--- src/rtl/dlt_pkg.sv ---
`timescale 1ns / 1ps
// ----------------------------------------------------------------------------
// dlt_pkg
// Shared types and constants of the deduplicating error log table.
// ----------------------------------------------------------------------------
package dlt_pkg;

  localparam int unsigned DLT_ENTRIES = 16;
  localparam int unsigned DLT_ADDR_W  = 4;
  localparam int unsigned DLT_SLOT_W  = 4;
  localparam int unsigned DLT_IN_W    = 152;
  localparam int unsigned DLT_OUT_W   = 168;

  typedef enum logic [1:0] {
    MODE_LOG   = 2'd0,
    MODE_READ  = 2'd1,
    MODE_CLEAR = 2'd2
  } mode_e;

  typedef enum logic [2:0] {
    STAT_IGNORED = 3'd0,
    STAT_MATCH   = 3'd1,
    STAT_FILL    = 3'd2,
    STAT_RING    = 3'd3,
    STAT_READ    = 3'd4,
    STAT_CLEAR   = 3'd5
  } status_e;

  typedef enum logic [1:0] {
    REG_TYPE_COUNT    = 2'd0,
    REG_LEVEL_NONE    = 2'd1,
    REG_LEVEL_RECOVER = 2'd2,
    REG_COUNT_LIMIT   = 2'd3
  } reg_e;

  typedef enum logic [2:0] {
    S_IDLE,
    S_SCAN,
    S_RING,
    S_READ,
    S_REPLY
  } state_e;

  typedef struct packed {
    logic [15:0] type_count;
    logic [15:0] level_none;
    logic [15:0] level_recover;
    logic [15:0] count_limit;
  } cfg_t;

  // One table entry, as held in the entry memory.
  typedef struct packed {
    logic [15:0] count;
    logic [31:0] value;
    logic [15:0] tag;
    logic [15:0] widget;
    logic [15:0] subcanvas;
    logic [15:0] canvas;
    logic [15:0] page;
    logic [15:0] level;
    logic [15:0] etype;
  } rec_t;

  localparam rec_t REC_RESET = '{
    count:     16'h0000,
    value:     32'hFFFF_FFFF,
    tag:       16'hFFFF,
    widget:    16'hFFFF,
    subcanvas: 16'hFFFF,
    canvas:    16'hFFFF,
    page:      16'hFFFF,
    level:     16'hFFFF,
    etype:     16'hFFFF
  };

endpackage

--- src/rtl/dlt_cfg.sv ---
`timescale 1ns / 1ps
// ----------------------------------------------------------------------------
// dlt_cfg
// APB register file holding the four 16-bit configuration registers.
// ----------------------------------------------------------------------------
module dlt_cfg (
  input  logic                           clk_i,
  input  logic                           rst_ni,
  input  logic                           psel,
  input  logic                           penable,
  input  logic                           pwrite,
  input  logic [dlt_pkg::DLT_ADDR_W-1:0] paddr,
  input  logic [31:0]                    pwdata,
  output logic [31:0]                    prdata,
  output logic                           pready,
  output dlt_pkg::cfg_t                  cfg_o
);
  import dlt_pkg::*;

  cfg_t cfg_q, cfg_d;
  reg_e sel;
  logic wr;

  assign sel    = reg_e'(paddr[3:2]);
  assign wr     = psel && penable && pwrite;
  assign pready = 1'b1;
  assign cfg_o  = cfg_q;

  always_comb begin
    cfg_d = cfg_q;
    if (wr) begin
      unique case (sel)
        REG_TYPE_COUNT:    cfg_d.type_count    = pwdata[15:0];
        REG_LEVEL_NONE:    cfg_d.level_none    = pwdata[15:0];
        REG_LEVEL_RECOVER: cfg_d.level_recover = pwdata[15:0];
        REG_COUNT_LIMIT:   cfg_d.count_limit   = pwdata[15:0];
      endcase
    end
  end

  always_comb begin
    unique case (sel)
      REG_TYPE_COUNT:    prdata = {16'h0000, cfg_q.type_count};
      REG_LEVEL_NONE:    prdata = {16'h0000, cfg_q.level_none};
      REG_LEVEL_RECOVER: prdata = {16'h0000, cfg_q.level_recover};
      REG_COUNT_LIMIT:   prdata = {16'h0000, cfg_q.count_limit};
    endcase
  end

  always_ff @(posedge clk_i or negedge rst_ni) begin
    if (!rst_ni) begin
      cfg_q.type_count    <= 16'd64;
      cfg_q.level_none    <= 16'd0;
      cfg_q.level_recover <= 16'd4;
      cfg_q.count_limit   <= 16'hFFFF;
    end else begin
      cfg_q <= cfg_d;
    end
  end

endmodule

--- src/rtl/dedup_error_log_table.sv ---
`timescale 1ns / 1ps
// ----------------------------------------------------------------------------
// dedup_error_log_table
// Error log table that merges repeated errors, scanned through an entry memory.
// ----------------------------------------------------------------------------
// A log item reads the entries in order until one matches or is empty;
// when none takes it, the ring slot is fetched for its old count and overwritten.
// The scan reads one entry per cycle from the single-port entry memory while
// the output register is free. One item is worked at a time.
// Reset clears control state and the per-entry valid bits at once; an entry
// never written reads as its reset contents, so no clearing pass is needed.
module dedup_error_log_table #(
  parameter int unsigned ENTRIES = dlt_pkg::DLT_ENTRIES
) (
  input  logic                           clk_i,
  input  logic                           rst_ni,
  // s_tdata: error_type, error_level, page_id, canvas_id, subcanvas_id,
  // widget_id, tag_id, tag_value, read_index, zero pad (lowest bit first)
  input  logic                           s_tvalid,
  output logic                           s_tready,
  input  logic [dlt_pkg::DLT_IN_W-1:0]   s_tdata,
  input  logic [1:0]                     s_tuser,   // mode
  // m_tdata: slot, entry_type, entry_level, entry_page, entry_canvas,
  // entry_subcanvas, entry_widget, entry_tag, entry_value, entry_count,
  // dirty, zero pad (lowest bit first)
  output logic                           m_tvalid,
  input  logic                           m_tready,
  output logic [dlt_pkg::DLT_OUT_W-1:0]  m_tdata,
  output logic [2:0]                     m_tuser,   // status
  input  logic                           psel,
  input  logic                           penable,
  input  logic                           pwrite,
  input  logic [dlt_pkg::DLT_ADDR_W-1:0] paddr,
  input  logic [31:0]                    pwdata,
  output logic [31:0]                    prdata,
  output logic                           pready
);
  import dlt_pkg::*;

  localparam int unsigned IDX_W = $clog2(ENTRIES);
  localparam logic [IDX_W-1:0] LAST_IDX = IDX_W'(ENTRIES - 1);

  cfg_t cfg;

  dlt_cfg u_cfg (
    .clk_i   (clk_i),
    .rst_ni  (rst_ni),
    .psel    (psel),
    .penable (penable),
    .pwrite  (pwrite),
    .paddr   (paddr),
    .pwdata  (pwdata),
    .prdata  (prdata),
    .pready  (pready),
    .cfg_o   (cfg)
  );

  // Incoming item fields.
  rec_t in_rec;
  logic [3:0] in_ridx;
  logic [IDX_W+3:0] in_ridx_wide;
  logic in_rd_ok;

  assign in_rec = '{
    count:     16'h0000,
    value:     s_tdata[143:112],
    tag:       s_tdata[111:96],
    widget:    s_tdata[95:80],
    subcanvas: s_tdata[79:64],
    canvas:    s_tdata[63:48],
    page:      s_tdata[47:32],
    level:     s_tdata[31:16],
    etype:     s_tdata[15:0]
  };
  assign in_ridx      = s_tdata[147:144];
  assign in_ridx_wide = {{IDX_W{1'b0}}, in_ridx};
  assign in_rd_ok     = in_ridx_wide < (IDX_W+4)'(ENTRIES);

  // Control and item registers.
  state_e state_q, state_d;
  logic [IDX_W-1:0] idx_q, idx_d;
  logic [IDX_W-1:0] ring_q, ring_d;
  logic full_q, full_d;
  logic dirty_q, dirty_d;
  rec_t item_q;
  logic [3:0] rslot_q;
  logic rd_ok_q;
  status_e reply_q;

  // Entry memory with a registered read.
  rec_t mem [ENTRIES];
  logic [ENTRIES-1:0] vld_q;
  rec_t rdata_q;
  logic rvld_q;
  logic rd_en, wr_en;
  logic [IDX_W-1:0] rd_addr;
  rec_t cur, new_rec;

  // Output register.
  logic out_vld_q, out_load, out_free;
  status_e out_stat_d, out_stat_q;
  logic [3:0] out_slot_d, out_slot_q;
  rec_t out_rec_d, out_rec_q;
  logic out_dirty_q;

  logic hit_match, hit_empty, accept;
  logic [IDX_W-1:0] ring_p;
  logic [IDX_W+3:0] idx_wide;

  assign cur      = rvld_q ? rdata_q : REC_RESET;
  assign out_free = !out_vld_q || m_tready;
  assign s_tready = (state_q == S_IDLE);
  assign accept   = s_tvalid && s_tready;
  assign idx_wide = {4'b0000, idx_q};

  always_comb begin
    new_rec       = item_q;
    new_rec.count = (cur.count < cfg.count_limit) ? cur.count + 16'd1 : cur.count;
  end

  assign hit_match = (cur.etype == item_q.etype) && (cur.level == item_q.level) &&
                     (cur.tag == item_q.tag) && (cur.page == item_q.page) &&
                     (cur.canvas == item_q.canvas) &&
                     (cur.subcanvas == item_q.subcanvas) &&
                     (cur.widget == item_q.widget);
  assign hit_empty = !full_q && ((cur.level <= cfg.level_none) ||
                                 (cur.level > cfg.level_recover));
  assign ring_p    = full_q ? ring_q : '0;

  always_comb begin
    state_d    = state_q;
    idx_d      = idx_q;
    ring_d     = ring_q;
    full_d     = full_q;
    dirty_d    = dirty_q;
    rd_en      = 1'b0;
    rd_addr    = idx_q;
    wr_en      = 1'b0;
    out_load   = 1'b0;
    out_stat_d = reply_q;
    out_slot_d = '0;
    out_rec_d  = '0;
    unique case (state_q)
      S_IDLE: begin
        if (s_tvalid) begin
          if (s_tuser == MODE_READ) begin
            rd_en   = 1'b1;
            rd_addr = in_rd_ok ? in_ridx_wide[IDX_W-1:0] : '0;
            state_d = S_READ;
          end else if (s_tuser == MODE_LOG &&
                       s_tdata[15:0] < cfg.type_count) begin
            rd_en   = 1'b1;
            rd_addr = '0;
            idx_d   = '0;
            state_d = S_SCAN;
          end else begin
            state_d = S_REPLY;
          end
        end
      end
      S_SCAN: begin
        if (out_free) begin
          if (hit_match || hit_empty) begin
            wr_en      = 1'b1;
            dirty_d    = 1'b1;
            out_load   = 1'b1;
            out_stat_d = hit_match ? STAT_MATCH : STAT_FILL;
            out_slot_d = idx_wide[3:0];
            out_rec_d  = new_rec;
            state_d    = S_IDLE;
          end else if (idx_q == LAST_IDX) begin
            // No entry took the item: fetch the ring slot for its old count.
            rd_en   = 1'b1;
            rd_addr = ring_p;
            idx_d   = ring_p;
            state_d = S_RING;
          end else begin
            rd_en   = 1'b1;
            rd_addr = idx_q + IDX_W'(1);
            idx_d   = idx_q + IDX_W'(1);
          end
        end
      end
      S_RING: begin
        if (out_free) begin
          wr_en      = 1'b1;
          dirty_d    = 1'b1;
          full_d     = 1'b1;
          ring_d     = (idx_q == LAST_IDX) ? '0 : idx_q + IDX_W'(1);
          out_load   = 1'b1;
          out_stat_d = STAT_RING;
          out_slot_d = idx_wide[3:0];
          out_rec_d  = new_rec;
          state_d    = S_IDLE;
        end
      end
      S_READ: begin
        if (out_free) begin
          out_load   = 1'b1;
          out_stat_d = STAT_READ;
          out_slot_d = rslot_q;
          out_rec_d  = rd_ok_q ? cur : '0;
          state_d    = S_IDLE;
        end
      end
      S_REPLY: begin
        if (out_free) begin
          out_load = 1'b1;
          if (reply_q == STAT_CLEAR) begin
            dirty_d = 1'b0;
          end
          state_d = S_IDLE;
        end
      end
      default: state_d = S_IDLE;
    endcase
  end

  always_ff @(posedge clk_i or negedge rst_ni) begin
    if (!rst_ni) begin
      state_q   <= S_IDLE;
      idx_q     <= '0;
      ring_q    <= '0;
      full_q    <= 1'b0;
      dirty_q   <= 1'b0;
      vld_q     <= '0;
      rvld_q    <= 1'b0;
      out_vld_q <= 1'b0;
    end else begin
      state_q <= state_d;
      idx_q   <= idx_d;
      ring_q  <= ring_d;
      full_q  <= full_d;
      dirty_q <= dirty_d;
      if (wr_en) begin
        vld_q[idx_q] <= 1'b1;
      end
      if (rd_en) begin
        rvld_q <= vld_q[rd_addr];
      end
      if (out_load) begin
        out_vld_q <= 1'b1;
      end else if (m_tready) begin
        out_vld_q <= 1'b0;
      end
    end
  end

  // Writes land before the next item's first read,
  // since a new item is only accepted once the previous one has finished.
  always_ff @(posedge clk_i) begin
    if (wr_en) begin
      mem[idx_q] <= new_rec;
    end
    if (rd_en) begin
      rdata_q <= mem[rd_addr];
    end
  end

  always_ff @(posedge clk_i) begin
    if (accept) begin
      item_q  <= in_rec;
      rslot_q <= in_ridx;
      rd_ok_q <= in_rd_ok;
      reply_q <= (s_tuser == MODE_CLEAR) ? STAT_CLEAR : STAT_IGNORED;
    end
    if (out_load) begin
      out_stat_q  <= out_stat_d;
      out_slot_q  <= out_slot_d;
      out_rec_q   <= out_rec_d;
      out_dirty_q <= dirty_d;
    end
  end

  assign m_tvalid = out_vld_q;
  assign m_tuser  = out_stat_q;
  assign m_tdata  = {3'b000, out_dirty_q, out_rec_q.count, out_rec_q.value,
                     out_rec_q.tag, out_rec_q.widget, out_rec_q.subcanvas,
                     out_rec_q.canvas, out_rec_q.page, out_rec_q.level,
                     out_rec_q.etype, out_slot_q};

  a_ring_range: assert property (@(posedge clk_i) disable iff (!rst_ni)
    ring_q <= LAST_IDX)
    else $error("ring pointer beyond last entry");

  a_full_sticky: assert property (@(posedge clk_i) disable iff (!rst_ni)
    full_q |=> full_q)
    else $error("table full flag dropped");

  a_write_state: assert property (@(posedge clk_i) disable iff (!rst_ni)
    wr_en |-> ((state_q == S_SCAN || state_q == S_RING) && out_free))
    else $error("entry write outside a log decision");

  a_write_reply: assert property (@(posedge clk_i) disable iff (!rst_ni)
    wr_en |=> (m_tvalid && out_dirty_q && state_q == S_IDLE))
    else $error("entry write without a dirty result");

  a_ring_only_full: assert property (@(posedge clk_i) disable iff (!rst_ni)
    (state_q == S_RING && out_free) |=> full_q)
    else $error("ring overwrite did not mark table full");

endmodule

--- config.mk ---
export PLATFORM = sky130hd
export DESIGN_NAME = dedup_error_log_table
export DESIGN_NICKNAME = d
export VERILOG_FILES = /design/src/rtl/dlt_pkg.sv /design/src/rtl/dlt_cfg.sv /design/src/rtl/dedup_error_log_table.sv
export SDC_FILE = /design/constraint.sdc
export NUM_CORES = 2
export LEC_CHECK = 0
export BUFFER_PORTS_ARGS = -buffer_cell sky130_fd_sc_hd__buf_2
export CAP_MARGIN = 20
export CORE_AREA = 2 2 454 547
export DETAILED_ROUTE_END_ITERATION = 10
export DIE_AREA = 0 0 456 549
export GPL_ROUTABILITY_DRIVEN = 0
export GPL_TIMING_DRIVEN = 0
export PLACE_DENSITY = 0.66
export SYNTH_ARGS = -nofsm -noshare
export SYNTH_HDL_FRONTEND = slang
export SYNTH_SLANG_ARGS = --single-unit
--- constraint.sdc ---
create_clock -name clk_i -period 49.3 [get_ports clk_i]
set_input_delay 2.465 -clock clk_i [delete_from_list [all_inputs] [get_ports clk_i]]
set_output_delay 2.465 -clock clk_i [all_outputs]
set_load 0.05 [all_outputs]
==> flow_summary.ini <==
[status]
outcome = finished, final reports clean

[synth]
yosysTopAreaCell = edfxtp_1
ys_top_cells_by_area = edfxtp_1, mux4_2, a22oi_1
synthFlopType = edfxtp_1
seq_area_frac_synth_pct = 76.7
synth_area_per_cell_um2 = 20.0
synth_edf_count = 3037
syn_inst = 6102
async_flop_share_pct = 3.03
syn_area_um2 = 122000
ys.warnings.count = 0
synth_seq_cells = 3132
synth_top_cell_area_share_pct = 74.7
synth_cell_types = 78

[place]
port_buffers = 359
place_ws_ns = 39.17
hpwl_um = 223000

[timing]
relSlewSlack_pct = 21.0
setup_viol = 0
max_freq_mhz = 96.3
timing.setup.tns_ns = 0
fin_ws_ns = 38.92
period_needed_ns = 10.38
fin_crit_sh_pct = 21.1
final_hold_viol_count = 0
worst_pin_slew_ns = 1.18
slew_viol_final = 0
clock_skew_ns = 0.0760
rsz0062_at_grt = false

[clocking]
cts_made_buffers = 313
insertion_delay_ns = 0.88
path_clk_slew_ns = 0.06
cts_tree = built
cts_htree_levels = 5
cts_root_buf = clkbuf_16
cts-hold-fix-buffers = 0
cts_setup_buffers = 0
cts_resized = 0
cts_buffer_depth = 4
numClockSinks = 3132

[global_route]
overflow = 0
antenna_found_initial = 16
grt_max_degree = 84
grt_pass1_wl_um = 485000
grt_pass1_vias = 65800
grt_usage_pct = 27.4

[routing]
vias = 65600
drt_pre_antenna_iters = 7
met1_length_um = 125000
via_per_inst = 6.32
wirelength_um = 346000
dr.first_iter.drc_count = 8671
routedWlPerCell_um = 33.4
wl_met3_um = 32500
wl_met2_um = 171000
final_antenna_net_count = 0
drc = 0
top_layer = met5

[setup_path]
end_kind = flop
worstPathArrival_ns = 10.90
critPathLaunchType = flop
reg2regPathDepth = 22
crit_type = flop to flop
crit_fanout = 38
required_ns = 49.82

[pwr]
pwr-share-clk_pct = 26.2
power_per_cell_area_nw_per_um2 = 63.5
leakagePower_uw = 0.0463
netSwitchingFraction_pct = 34.3
p_seq_share_pct = 42.2
ir_worst_vdd_uv = 35.7
comb_power_share_pct = 31.6
intPower_uw = 5850
netSwitchingPower_uw = 3060

[hold_path]
whs_path_depth = 1
hold_path_class = flop to flop

[run]
cap_violations = 0

[layout]
fin_nets = 7160
drive_above_1_share_pct = 26.3
syn_to_final_growth_pct = 15.0

[floorplanning]
fp-row-count = 200
io_pins = 403
core_area_um2 = 245000
die_w_um = 456
dieHeight_um = 549
die-area_um2 = 250000
initial_core_util_pct = 49.7
==> cells by family after synthesis <==
logic type	share of synthesized area, %
flops	76.7
simple gates	3.60
compound gates	4.31
mux	12.5
buf+inv	1.70
xor+xnor	0.488
fa+ha+maj	0.666
other cells	0.00615
==> registers in the layout, summed over array words and instances, names as in the netlist <==
register     count
mem           2560
m_tdata        160
rdata_q        160
item_q         144
u_cfg.cfg_o     64
vld_q           16
idx_q            4
out_slot_q       4
ring_q           4
rslot_q          4
m_tuser          3
state_q          3
dirty_q          1
full_q           1
m_tvalid         1
out_dirty_q      1
reply_q          1
rvld_q           1
==> layer usage <==
| metal | global-route usage [%] | vias up |
|---|---|---|
| met5 | 0 | - |
| met4 | 12.7 | 2 |
| met3 | 5.15 | 712 |
| met2 | 45.5 | 3797 |
| met1 | 35.2 | 34400 |
| li1 | - | 26600 |
==> final timing paths <==
kind / from / endpoint / slack [ns]
setup / recovery: rvld_q / mem[11][78] / 38.92
hold / removal: vld_q[0] / vld_q[0] / 0.47
setup reg to reg: rvld_q / mem[11][78] / 38.92
hold reg to reg: vld_q[0] / vld_q[0] / 0.47
max in group asynchronous: rst_ni / u_cfg.cfg_o[2] / 47.01
min in group asynchronous: rst_ni / u_cfg.cfg_o[24] / 1.55
==> per-stage QoR <==
stage / hold slack [ns] / std cells / util, % / power (uW) / instance area, um^2
after CTS: 0.470 / 10400 / 57.1 / 8950 / 140000
after global routing: 0.484 / 10400 / 57.1 / 9220 / 140000
after floorplan: 0.422 / 6120 / - / 5570 / 122000
final: 0.469 / 10400 / 57.1 / 8910 / 140000
after global placement: 0.438 / 9711 / 52.1 / 6610 / 128000
after detailed placement: 0.458 / 9805 / 53.1 / 6620 / 130000
==> cells in the final DEF (no fill, tap or decap), types with 79 or more instances in the layout <==
cell type | netlist | routed
mux4_2 | 658 | 658
buf_4 | 77 | 92
buf_2 | 110 | 470
clkbuf_1 | 116 | 179
inv_1 | 81 | 79
edfxtp_1 | 3037 | 3037
clkbuf_16 | 0 | 324
a21oi_1 | 83 | 83
nand2_1 | 613 | 613
o21ai_0 | 198 | 198
a22oi_1 | 322 | 322
==> power groups by stage <==
| stage | registers [uW] | clock network (uW) | logic [uW] |
|---|---|---|---|
| finish | 3760 | 2340 | 2820 |
| detailed placement | 3800 | 0 | 2810 |
| global placement | 3890 | 0 | 2720 |
| CTS | 3750 | 2370 | 2820 |
| global route | 3780 | 2470 | 2970 |
| floorplan | 3890 | 0 | 1680 |
==> synth_stat cells (16+ instances only) <==
cell type     n
inv_1        81
buf_4        77
nor2b_1      22
dfstp_2      18
nand2b_1     32
xnor2_1      24
mux2_2       38
mux4_2      658
o31ai_1      18
xor2_1       44
nand2_1     613
edfxtp_1   3037
nand3_1      31
and4_1       23
buf_2       110
a22o_1       33
ha_1         65
a21o_1       24
nor3_1       17
or2_2        16
dfrtp_1      77
clkbuf_1    116
nor2_1       69
nor4_1       35
a21oi_1      83
o21ai_0     198
a22oi_1     322
==> critical path, cell delays in order (launching register included) <==
cell and delay, ns:
dfrtp_1 0.78, buf_2 0.54, buf_4 0.39, buf_2 0.66, buf_2 0.37, buf_2 0.44
clkbuf_1 0.41, clkbuf_1 0.73, nand2b_1 0.42, ha_1 0.43, a21oi_1 0.17, o21ai_0 0.13
a221oi_1 0.35, o2111a_1 0.22, a211o_1 0.21, nor2_1 0.14, o31ai_1 1.00, clkbuf_1 0.49
nand2_1 0.32, nor2_1 0.53, and2_4 0.54, buf_16 0.29, buf_16 0.28
==> final cells by class <==
| type | count | area (um^2) |
|---|---|---|
| fill | 17900 | 105000 |
| sequential | 3132 | 93600 |
| multi-input combinational | 2577 | 26500 |
| clock buffer | 397 | 8410 |
| timing repair buffer | 463 | 4120 |
| tap | 3232 | 4040 |
| buffer | 329 | 1780 |
| clock inverter | 155 | 1480 |
| inverter | 82 | 323 |
| antenna | 7 | 17.5 |
No activity file was read; power rests on OpenSTA's default activity.
